`config.mk`:
```
export PLATFORM = sky130hd
export DESIGN_NAME = fat12te_ctrl
export DESIGN_NICKNAME = d
export VERILOG_FILES = /design/src/rtl/fat12te_pkg.sv /design/src/rtl/fat12te_ctrl.sv
export SDC_FILE = /design/constraint.sdc
export NUM_CORES = 1
export LEC_CHECK = 0
export BUFFER_PORTS_ARGS = -buffer_cell sky130_fd_sc_hd__buf_2
export CAP_MARGIN = 10
export CORE_AREA = 2 2 48 50
export DETAILED_ROUTE_END_ITERATION = 10
export DIE_AREA = 0 0 50 52
export PLACE_DENSITY = 0.58
export SETUP_SLACK_MARGIN = 0.05
export SLEW_MARGIN = 30
export SYNTH_ARGS = -nofsm -noshare
export SYNTH_HDL_FRONTEND = slang
export SYNTH_SLANG_ARGS = --single-unit
```
`constraint.sdc`:
```
create_clock -name clk -period 1.85 [get_ports clk]
set_input_delay 0.185 -clock clk [delete_from_list [all_inputs] [get_ports clk]]
set_output_delay 0.185 -clock clk [all_outputs]
set_load 0.01 [all_outputs]
```
`src/rtl/fat12te_pkg.sv`:
```
`timescale 1ns / 1ps
// Shared types, codes and constants of the FAT12 table engine.
package fat12te_pkg;

    typedef enum logic [2:0] {
        OP_LOAD_BYTE  = 3'd0,
        OP_READ_ENTRY = 3'd1,
        OP_WRITE_ENTRY = 3'd2,
        OP_FREE_CHAIN = 3'd3,
        OP_FIND_FREE  = 3'd4,
        OP_READ_BYTE  = 3'd5
    } op_t;

    typedef enum logic [1:0] {
        ST_OK       = 2'd0,
        ST_RANGE    = 2'd1,
        ST_NO_FREE  = 2'd2,
        ST_LOOP     = 2'd3
    } status_t;

    typedef enum logic [1:0] {
        MA_BYTE,
        MA_LO,
        MA_HI
    } mem_sel_t;

    typedef enum logic [2:0] {
        RES_ZERO,
        RES_RANGE,
        RES_NO_FREE,
        RES_LOOP,
        RES_ENTRY,
        RES_FOUND,
        RES_BYTE
    } res_kind_t;

    typedef enum logic [3:0] {
        S_IDLE,
        S_DISPATCH,
        S_RD_BYTE,
        S_RD_LO,
        S_RD_HI,
        S_EVAL,
        S_WR_HI,
        S_CH_CHECK,
        S_SR_CHECK,
        S_FINISH
    } state_t;

    localparam logic [11:0] END_MARK       = 12'hFF8;
    localparam logic [12:0] FIRST_SEARCH   = 13'd2;
    localparam logic [12:0] COUNT_RESET    = 13'd3072;

    typedef struct packed {
        logic      cap;
        logic      rd_en;
        logic      wr_en;
        mem_sel_t  addr_sel;
        logic      lo_latch;
        logic      next_latch;
        logic      cur_load_next;
        logic      cur_load_first;
        logic      cur_inc;
        logic      res_set;
        res_kind_t res_kind;
        logic      out_load;
    } dp_cmd_t;

    typedef struct packed {
        logic [2:0] op;
        logic       addr_ok;
        logic       cur_ok;
        logic       steps_lt;
        logic       count_zero;
        logic       entry_zero;
        logic       next_end;
        logic       out_free;
    } dp_stat_t;

endpackage

```
`src/rtl/fat12te_ctrl.sv`:
```
`timescale 1ns / 1ps
// Sequencing state machine of the FAT12 table engine.
module fat12te_ctrl (
    input  logic                 clk,
    input  logic                 rst_n,
    input  logic                 in_valid,
    output logic                 in_ready,
    input  fat12te_pkg::dp_stat_t stat,
    output fat12te_pkg::dp_cmd_t  cmd
);

    fat12te_pkg::state_t state_reg;
    fat12te_pkg::state_t state_next;

    always_ff @(posedge clk or negedge rst_n)
    begin
        if (!rst_n)
        begin
            state_reg <= fat12te_pkg::S_IDLE;
        end
        else
        begin
            state_reg <= state_next;
        end
    end

    always_comb
    begin
        state_next = state_reg;
        case (state_reg)
            fat12te_pkg::S_IDLE:
            begin
                if (in_valid)
                begin
                    state_next = fat12te_pkg::S_DISPATCH;
                end
            end
            fat12te_pkg::S_DISPATCH:
            begin
                case (stat.op)
                    fat12te_pkg::OP_READ_BYTE:
                    begin
                        state_next = stat.addr_ok ? fat12te_pkg::S_RD_BYTE
                                                  : fat12te_pkg::S_FINISH;
                    end
                    fat12te_pkg::OP_READ_ENTRY, fat12te_pkg::OP_WRITE_ENTRY:
                    begin
                        state_next = stat.cur_ok ? fat12te_pkg::S_RD_LO
                                                 : fat12te_pkg::S_FINISH;
                    end
                    fat12te_pkg::OP_FREE_CHAIN: state_next = fat12te_pkg::S_CH_CHECK;
                    fat12te_pkg::OP_FIND_FREE:  state_next = fat12te_pkg::S_SR_CHECK;
                    default:                    state_next = fat12te_pkg::S_FINISH;
                endcase
            end
            fat12te_pkg::S_RD_BYTE: state_next = fat12te_pkg::S_FINISH;
            fat12te_pkg::S_RD_LO:   state_next = fat12te_pkg::S_RD_HI;
            fat12te_pkg::S_RD_HI:   state_next = fat12te_pkg::S_EVAL;
            fat12te_pkg::S_EVAL:
            begin
                case (stat.op)
                    fat12te_pkg::OP_WRITE_ENTRY, fat12te_pkg::OP_FREE_CHAIN:
                    begin
                        state_next = fat12te_pkg::S_WR_HI;
                    end
                    fat12te_pkg::OP_FIND_FREE:
                    begin
                        state_next = stat.entry_zero ? fat12te_pkg::S_FINISH
                                                     : fat12te_pkg::S_SR_CHECK;
                    end
                    default: state_next = fat12te_pkg::S_FINISH;
                endcase
            end
            fat12te_pkg::S_WR_HI:
            begin
                if (stat.op == fat12te_pkg::OP_FREE_CHAIN && !stat.next_end)
                begin
                    state_next = fat12te_pkg::S_CH_CHECK;
                end
                else
                begin
                    state_next = fat12te_pkg::S_FINISH;
                end
            end
            fat12te_pkg::S_CH_CHECK:
            begin
                state_next = (stat.steps_lt && stat.cur_ok) ? fat12te_pkg::S_RD_LO
                                                            : fat12te_pkg::S_FINISH;
            end
            fat12te_pkg::S_SR_CHECK:
            begin
                state_next = stat.cur_ok ? fat12te_pkg::S_RD_LO : fat12te_pkg::S_FINISH;
            end
            fat12te_pkg::S_FINISH:
            begin
                if (stat.out_free)
                begin
                    state_next = fat12te_pkg::S_IDLE;
                end
            end
            default: state_next = fat12te_pkg::S_IDLE;
        endcase
    end

    always_comb
    begin
        cmd      = '0;
        in_ready = 1'b0;
        case (state_reg)
            fat12te_pkg::S_IDLE:
            begin
                in_ready = 1'b1;
                cmd.cap  = in_valid;
            end
            fat12te_pkg::S_DISPATCH:
            begin
                case (stat.op)
                    fat12te_pkg::OP_LOAD_BYTE:
                    begin
                        cmd.addr_sel = fat12te_pkg::MA_BYTE;
                        cmd.wr_en    = stat.addr_ok;
                        cmd.res_set  = 1'b1;
                        cmd.res_kind = stat.addr_ok ? fat12te_pkg::RES_ZERO
                                                    : fat12te_pkg::RES_RANGE;
                    end
                    fat12te_pkg::OP_READ_BYTE:
                    begin
                        cmd.addr_sel = fat12te_pkg::MA_BYTE;
                        cmd.rd_en    = stat.addr_ok;
                        cmd.res_set  = !stat.addr_ok;
                        cmd.res_kind = fat12te_pkg::RES_RANGE;
                    end
                    fat12te_pkg::OP_READ_ENTRY, fat12te_pkg::OP_WRITE_ENTRY:
                    begin
                        cmd.res_set  = !stat.cur_ok;
                        cmd.res_kind = fat12te_pkg::RES_RANGE;
                    end
                    fat12te_pkg::OP_FREE_CHAIN:
                    begin
                    end
                    fat12te_pkg::OP_FIND_FREE:
                    begin
                        cmd.cur_load_first = 1'b1;
                    end
                    default:
                    begin
                        cmd.res_set  = 1'b1;
                        cmd.res_kind = fat12te_pkg::RES_ZERO;
                    end
                endcase
            end
            fat12te_pkg::S_RD_BYTE:
            begin
                cmd.res_set  = 1'b1;
                cmd.res_kind = fat12te_pkg::RES_BYTE;
            end
            fat12te_pkg::S_RD_LO:
            begin
                cmd.rd_en    = 1'b1;
                cmd.addr_sel = fat12te_pkg::MA_LO;
            end
            fat12te_pkg::S_RD_HI:
            begin
                cmd.rd_en    = 1'b1;
                cmd.addr_sel = fat12te_pkg::MA_HI;
                cmd.lo_latch = 1'b1;
            end
            fat12te_pkg::S_EVAL:
            begin
                case (stat.op)
                    fat12te_pkg::OP_WRITE_ENTRY:
                    begin
                        cmd.wr_en    = 1'b1;
                        cmd.addr_sel = fat12te_pkg::MA_LO;
                    end
                    fat12te_pkg::OP_FREE_CHAIN:
                    begin
                        cmd.wr_en      = 1'b1;
                        cmd.addr_sel   = fat12te_pkg::MA_LO;
                        cmd.next_latch = 1'b1;
                    end
                    fat12te_pkg::OP_FIND_FREE:
                    begin
                        cmd.res_set  = stat.entry_zero;
                        cmd.res_kind = fat12te_pkg::RES_FOUND;
                        cmd.cur_inc  = !stat.entry_zero;
                    end
                    default:
                    begin
                        cmd.res_set  = 1'b1;
                        cmd.res_kind = fat12te_pkg::RES_ENTRY;
                    end
                endcase
            end
            fat12te_pkg::S_WR_HI:
            begin
                cmd.wr_en    = 1'b1;
                cmd.addr_sel = fat12te_pkg::MA_HI;
                if (stat.op == fat12te_pkg::OP_FREE_CHAIN && !stat.next_end)
                begin
                    cmd.cur_load_next = 1'b1;
                end
                else
                begin
                    cmd.res_set  = 1'b1;
                    cmd.res_kind = fat12te_pkg::RES_ZERO;
                end
            end
            fat12te_pkg::S_CH_CHECK:
            begin
                if (!stat.steps_lt)
                begin
                    // An empty table bound reports a range error, a long walk a loop.
                    cmd.res_set  = 1'b1;
                    cmd.res_kind = stat.count_zero ? fat12te_pkg::RES_RANGE
                                                   : fat12te_pkg::RES_LOOP;
                end
                else if (!stat.cur_ok)
                begin
                    cmd.res_set  = 1'b1;
                    cmd.res_kind = fat12te_pkg::RES_RANGE;
                end
            end
            fat12te_pkg::S_SR_CHECK:
            begin
                cmd.res_set  = !stat.cur_ok;
                cmd.res_kind = fat12te_pkg::RES_NO_FREE;
            end
            fat12te_pkg::S_FINISH:
            begin
                cmd.out_load = stat.out_free;
            end
            default:
            begin
            end
        endcase
    end

endmodule

```
==> run_results.csv, run 1 <==
group,metric,value,unit
outcome,status,"finished clean",
die,ioPinCount,29,
clock_network,tritoncts,"yes",
worst_setup_path,cp-start-kind,"flip-flop",
timing,timing.fmax,556,MHz
finish,largest_reg_flops,4,
power,p_leak,0.441,nW
worst_setup_path,critPathTopFamily,"simple AND/OR/NAND/NOR gates",
clock_network,numCtsBuffers,3,
yosys,postSynthAreaPerCell,7.01,um^2
clock_network,clk_path_buf_depth,2,
timing,setup_viol,0,
yosys,netlist_top_cells_area,"dfrtp_1 15%, nor2_1 6.6%, nand2_1 6.0%, buf_2 3.6%, nand2b_1 3.6%",
run,drv_cap,0,
timing,min_period,1.80,ns
timing,setup_tns,0,ns
global_route,grt_first_pass_wirelength,3.47,mm
clock_network,cts-root-buf,"clkbuf_4",
clock_network,h-tree-depth,1,
routing,firstDrtPassIters,4,
yosys,yosysMostFrequentCell,"nor2_1",
yosys,ys_async_sr_fraction,1.00,
power,pwr_density_cell,1310,nW/um^2
global_route,gr-total-overflow,0,
worst_setup_path,crit_arrival,1.61,ns
timing,timing.slew.headroom,0.718,
placement,hpwl,1.69,mm
yosys,synth_edf_count,0,
die,row_count,17,
yosys,yosysTopAreaCell,"dfrtp_1",
timing,rsz0062_at_grt,"true",
yosys,syn_inst,98,
die,start_util,0.326,
finish,antennaDiodeCount,0,
finish,drive_gt1_frac,0.380,
finish,nets,144,
worst_hold_path,min_path_type,"input port to async pin",
worst_setup_path,path_cells,"or4b_4 -> o22ai_2 -> a21oi_2 -> o211ai_2 -> buf_2",
timing,maxSlewViolCount,0,
routing,antenna_left,0,
timing,finClkSkew,0.00126,ns
clock_network,clock_sinks,4,
routing,wirelength,2.18,mm
yosys,netlist.area_leader.share,0.146,
yosys,ys_seq_elements,4,
routing,vias_per_cell,5.51,
timing,period_share,0.972,
routing,wire_per_inst,13.9,um
global_route,grt_max_degree,13,
placement,gp_congestion,0.846,
die,die_height,52,um
worst_setup_path,worstSetupPathType,"flip-flop to primary output",
yosys,ys_warn_count,0,
routing,vias,865,
timing,final_hold_viol_count,0,
die,fp.dieW,50,um
global_route,grt_util_all_layers,0.181,
yosys,synth_common_cells,"12 x nor2_1, 11 x nand2_1, 5 x buf_2, 5 x o21ai_0",
yosys,ys_seq_area_frac,0.146,
global_route,grt_antenna_before_repair,0,
worst_setup_path,cp-end-kind,"primary output",
yosys,synth_top_flop_cell,"dfrtp_1",
placement,numPortBuffers,28,
finish,syn2layout_area_growth,32.1,%
worst_setup_path,cp.buffers_inverters,1,
die,die-area,2600,um^2
clock_network,clk_pin_slew_worst_paths,0.04,ns
finish,instances_no_fill,157,
worst_setup_path,cp.required,1.66,ns
yosys,netlist_area,687,um^2
finish,fillers,231,
power,peakVddDrop,801,uV
yosys,syn_nets,111,
global_route,grt_pass1_vias,762,
die,design.core.area,2110,um^2
placement,place_inst,152,
worst_setup_path,critPathSlowestCell,"or4b_4",
worst_setup_path,cpPeakStageDelay,0.57,ns
clock_network,clock_latency,0.25,ns
routing,route.detailed.drc,0,
worst_setup_path,critPathMaxFanout,3,
yosys,synth.distinct_cells,44,
timing,max_slew.worst_pin.slew,0.418,ns
routing,first_iter_violations,35,
-- cell type report --
| class | instances | area (um^2) | share of cell area |
|---|---|---|---|
| clock buffers | 3 | 22.5 | 0.0248 |
| inverters | 5 | 18.8 | 0.0207 |
| multi-input cells | 81 | 526 | 0.579 |
| flip-flops and latches | 4 | 103 | 0.113 |
| well taps | 28 | 35.0 | 0.0386 |
| repair buffers | 36 | 203 | 0.223 |
-- cells by family (layout without fill, tap and decap cells) --
kind of cell | count (synthesis) | after routing | synth area share
buffers and inverters | 13 | 44 | 0.0965
AOI/OAI and AO/OA | 30 | 30 | 0.333
and+or+nand+nor | 50 | 50 | 0.410
muxes | 1 | 1 | 0.0146
DFF | 4 | 4 | 0.146
-- path summary, 6_finish.rpt --
path	from	end	slack, ns	cells after the start
max	state_reg[1]	cmd[4]	0.05	5
min	rst_n	state_reg[1]	0.27	2
max reg2reg	state_reg[0]	state_reg[0]	0.37	5
min reg2reg	state_reg[3]	state_reg[3]	0.70	3
max in group asynchronous	rst_n	state_reg[3]	1.44	2
min in group clk	in_valid	state_reg[0]	0.29	3
-- repair_timing --
item	4_1_cts	5_1_grt
pin swaps	1	0
gates resized for setup	2	1
hold endpoints to repair	4	0
hold buffers	1	0
setup buffers	1	0
setup endpoints to repair	1	3
-- power breakdown --
group / switching (mW) / internal (mW) / leakage (nW)
clock network: 0.0436 / 0.0730 / 0.0138
registers: 0.0482 / 0.131 / 0.0478
logic: 0.498 / 0.393 / 0.379
total: 0.590 / 0.597 / 0.441
-- worst register-to-register path: stages (launching register included) --
cell	delay [ns]
dfrtp_1	0.39
buf_4	0.20
nand2b_1	0.11
nor4b_1	0.39
a2111o_1	0.19
a31oi_1	0.08
-- metrics by stage --
stage | power [mW] | utilization | hold slack (ns) | area (um^2) | setup WS (ns)
global placement | 1.04 | 0.408 | -0.00336 | 860 | 0.271
global route | 1.28 | 0.431 | 0.299 | 907 | 0.00260
CTS | 1.17 | 0.428 | 0.284 | 902 | 0.0542
detailed placement | 1.04 | 0.408 | -0.00247 | 860 | 0.268
floorplan | 0.774 | - | -0.111 | 687 | 0.364
finish | 1.19 | 0.431 | 0.274 | 907 | 0.0513
-- per-layer routing --
layer	up-vias	GRT usage	wire [um]
met5	-	0	0
met4	0	0.0972	55
met3	6	0.0718	188
met2	40	0.265	950
met1	393	0.224	986
li1	426	-	-
-- cell usage in the layout (no fill, tap or decap), types with 2 or more instances in the layout --
cell type and n:
buf_4 7, a31oi_1 2, o211ai_1 2, buf_2 28
o21ai_0 5, nand2b_1 4, o21a_1 2, inv_2 2
nor2b_1 4, dfrtp_1 2, clkbuf_4 3, nor2_1 12
inv_1 3, o2111ai_1 2, and4_1 2, nor3_1 3
dfrtp_2 2, nand2_1 11, and2_1 3, a21oi_1 3
nand3_1 3
Note: power is estimated with default switching activity, not from simulation.
==> inputs of run 2 (changes only) <==
- ABC_AREA: unset -> 1
- CORE_AREA: 2 2 48 50 -> 2 2 45 47
- DIE_AREA: 0 0 50 52 -> 0 0 47 49
- PLACE_DENSITY: 0.58 -> 0.61
==> run 2 against run 1 <==
Clock power decreased by 7%; sequential power increased by 15%; global-route usage decreased by 1.2 points; largest cell class unchanged; largest power group unchanged.
==> run_results.csv, run 2 <==
group,metric,value,unit
die,row_count,16,
yosys,yosysMostFrequentCell,"nand2_1",
global_route,grt_first_pass_wirelength,2.99,mm
finish,fillers,224,
timing,timing.final.ws_setup,0.190,ns
clock_network,cts-root-buf,"clkbuf_4",
routing,antenna_left,0,
yosys,ys_async_sr_fraction,1.00,
timing,timing.slew.headroom,0.821,
clock_network,numCtsBuffers,3,
global_route,grt_max_degree,9,
clock_network,clk_path_buf_depth,2,
yosys,ys_seq_area_frac,0.162,
routing,wirelength,1.78,mm
placement,gp_congestion,0.904,
run,drv_cap,0,
timing,timing.fmax,603,MHz
yosys,synth.distinct_cells,18,
outcome,status,"finished clean",
yosys,ys_warn_count,0,
timing,min_period,1.66,ns
global_route,grt_util_all_layers,0.169,
die,fp.dieW,47,um
clock_network,clk_pin_slew_worst_paths,0.04,ns
worst_setup_path,worstSetupPathType,"flip-flop to primary output",
die,ioPinCount,29,
yosys,synth_common_cells,"31 x nand2_1, 26 x nor2_1, 23 x inv_1",
finish,antennaDiodeCount,0,
power,p_total,0.999,mW
worst_setup_path,cp-end-kind,"primary output",
timing,hold_ws,0.285,ns
clock_network,clock_sinks,4,
routing,firstDrtPassIters,4,
clock_network,tritoncts,"yes",
finish,final_common_cell,"nand2_1",
timing,max_slew.worst_pin.slew,0.267,ns
finish,syn2layout_area_growth,34.3,%
finish,final_cell_mix,"31 x nand2_1, 28 x buf_2, 24 x nor2_1",
placement,dp_slack,0.411,ns
power,seqPwrFrac,0.206,
yosys,ys_seq_elements,4,
timing,setup_viol,0,
worst_setup_path,cp.required,1.66,ns
power,p_leak,0.505,nW
worst_setup_path,r2r_setup_slack,0.60,ns
yosys,synth_edf_count,0,
finish,largest_reg_flops,4,
yosys,netlist_top_cells_area,"nand2_1 19%, dfrtp_1 16%, nor2_1 16%, inv_1 14%, nand3_1 8.1%",
power,p_switching,0.546,mW
yosys,netlist.area_leader.share,0.189,
placement,numPortBuffers,28,
power,internal_power,0.453,mW
worst_setup_path,r2r_start,"state_reg[3]",
power,peakVddDrop,572,uV
finish,instances_no_fill,179,
routing,wire_per_inst,9.96,um
worst_hold_path,min_path_type,"input port to async pin",
yosys,netlist_area,617,um^2
global_route,gr-total-overflow,0,
yosys,syn_inst,120,
routing,first_iter_violations,19,
timing,rsz0062_at_grt,"true",
power,clock_power_share,0.109,
global_route,grt_pass1_vias,799,
timing,finClkSkew,0.00269,ns
timing,final_hold_viol_count,0,
finish,fin_util,0.450,
finish,nets,167,
power,pwr_density_cell,1210,nW/um^2
worst_setup_path,critPathLaunch,"state_reg[3]",
die,design.core.area,1840,um^2
worst_setup_path,crit_arrival,1.47,ns
yosys,syn_nets,133,
placement,hpwl,1.56,mm
die,die_height,49,um
finish,final_cell_area,828,um^2
timing,period_share,0.897,
power,power.share.switching,0.546,
yosys,yosysTopAreaCell,"nand2_1",
clock_network,clock_latency,0.23,ns
timing,setup_tns,0,ns
routing,route.detailed.drc,0,
power,combPwrFrac,0.685,
placement,dpl_cell_area,791,um^2
die,start_util,0.335,
die,die-area,2300,um^2
yosys,postSynthAreaPerCell,5.14,um^2
global_route,grt_antenna_before_repair,0,
placement,place_inst,175,
routing,vias,846,
timing,maxSlewViolCount,0,
clock_network,h-tree-depth,1,
yosys,synth_top_flop_cell,"dfrtp_1",
worst_setup_path,critPathMaxFanout,7,
routing,vias_per_cell,4.73,
finish,drive_gt1_frac,0.270,
worst_setup_path,cp-start-kind,"flip-flop",
==> run 2: cell types whose count changed after synthesis, moves of 5 or more <==
cell / before / now
buf_2: 5 / 0
inv_1: 3 / 23
nand2_1: 11 / 31
nand3_1: 3 / 10
nand4_1: 0 / 7
nor2_1: 12 / 26
==> run 2: power groups by stage <==
stage / Combinational [mW] / Sequential [mW] / Clock, mW
final: 0.684 / 0.206 / 0.109
after detailed placement: 0.677 / 0.201 / 0
after global placement: 0.680 / 0.199 / 0
after global routing: 0.777 / 0.211 / 0.115
after floorplan: 0.476 / 0.188 / 0
after CTS: 0.681 / 0.201 / 0.111
==> run 2: routing by layer <==
metal  vias to the layer above  track usage  wire (um)
met5                         -            0          0
met4                         0       0.0139          0
met3                         0       0.0333        101
met2                        25        0.299        871
met1                       373        0.212        810
li1                        448            -          -
==> run 2: logic make-up (layout without fill, tap and decap cells) <==
family	Yosys count	after routing	share of synthesized area
compound gates	9	9	0.0852
buf+inv	24	56	0.146
flops	4	4	0.162
simple gates	83	83	0.606
==> run 2: critical path: stages, from the launching register on <==
cell and delay, ns:
dfrtp_1 0.44, inv_1 0.10, nand2_1 0.13, nor3_1 0.24, a21oi_1 0.10, o21ai_1 0.08
buf_2 0.14
==> run 2: repair_timing <==
item | 4_1_cts | 5_1_grt
endpoints found under the hold margin | 4 | 0
setup buffers | 0 | 0
resized for setup | 0 | 2
setup endpoints to repair | 0 | 2
hold buffers | 1 | 0
==> run 2: path summary, 6_finish.rpt <==
check                                     to  cells past startpoint
max in group asynchronous       state_reg[3]                      2
min in group clk                state_reg[0]                      5
worst max register to register  state_reg[1]                      7
worst min register to register  state_reg[0]                      2
worst max-delay path                 cmd[13]                      6
worst min-delay path            state_reg[1]                      2
==> run 2: cell type report <==
type	count	area [um^2]	share of cell area
Timing Repair Buffer	29	150	0.181
Sequential cell	4	100	0.121
Inverter	24	90.1	0.109
Tap cell	27	33.8	0.0408
Multi-Input combinational cell	92	432	0.521
Clock buffer	3	22.5	0.0272
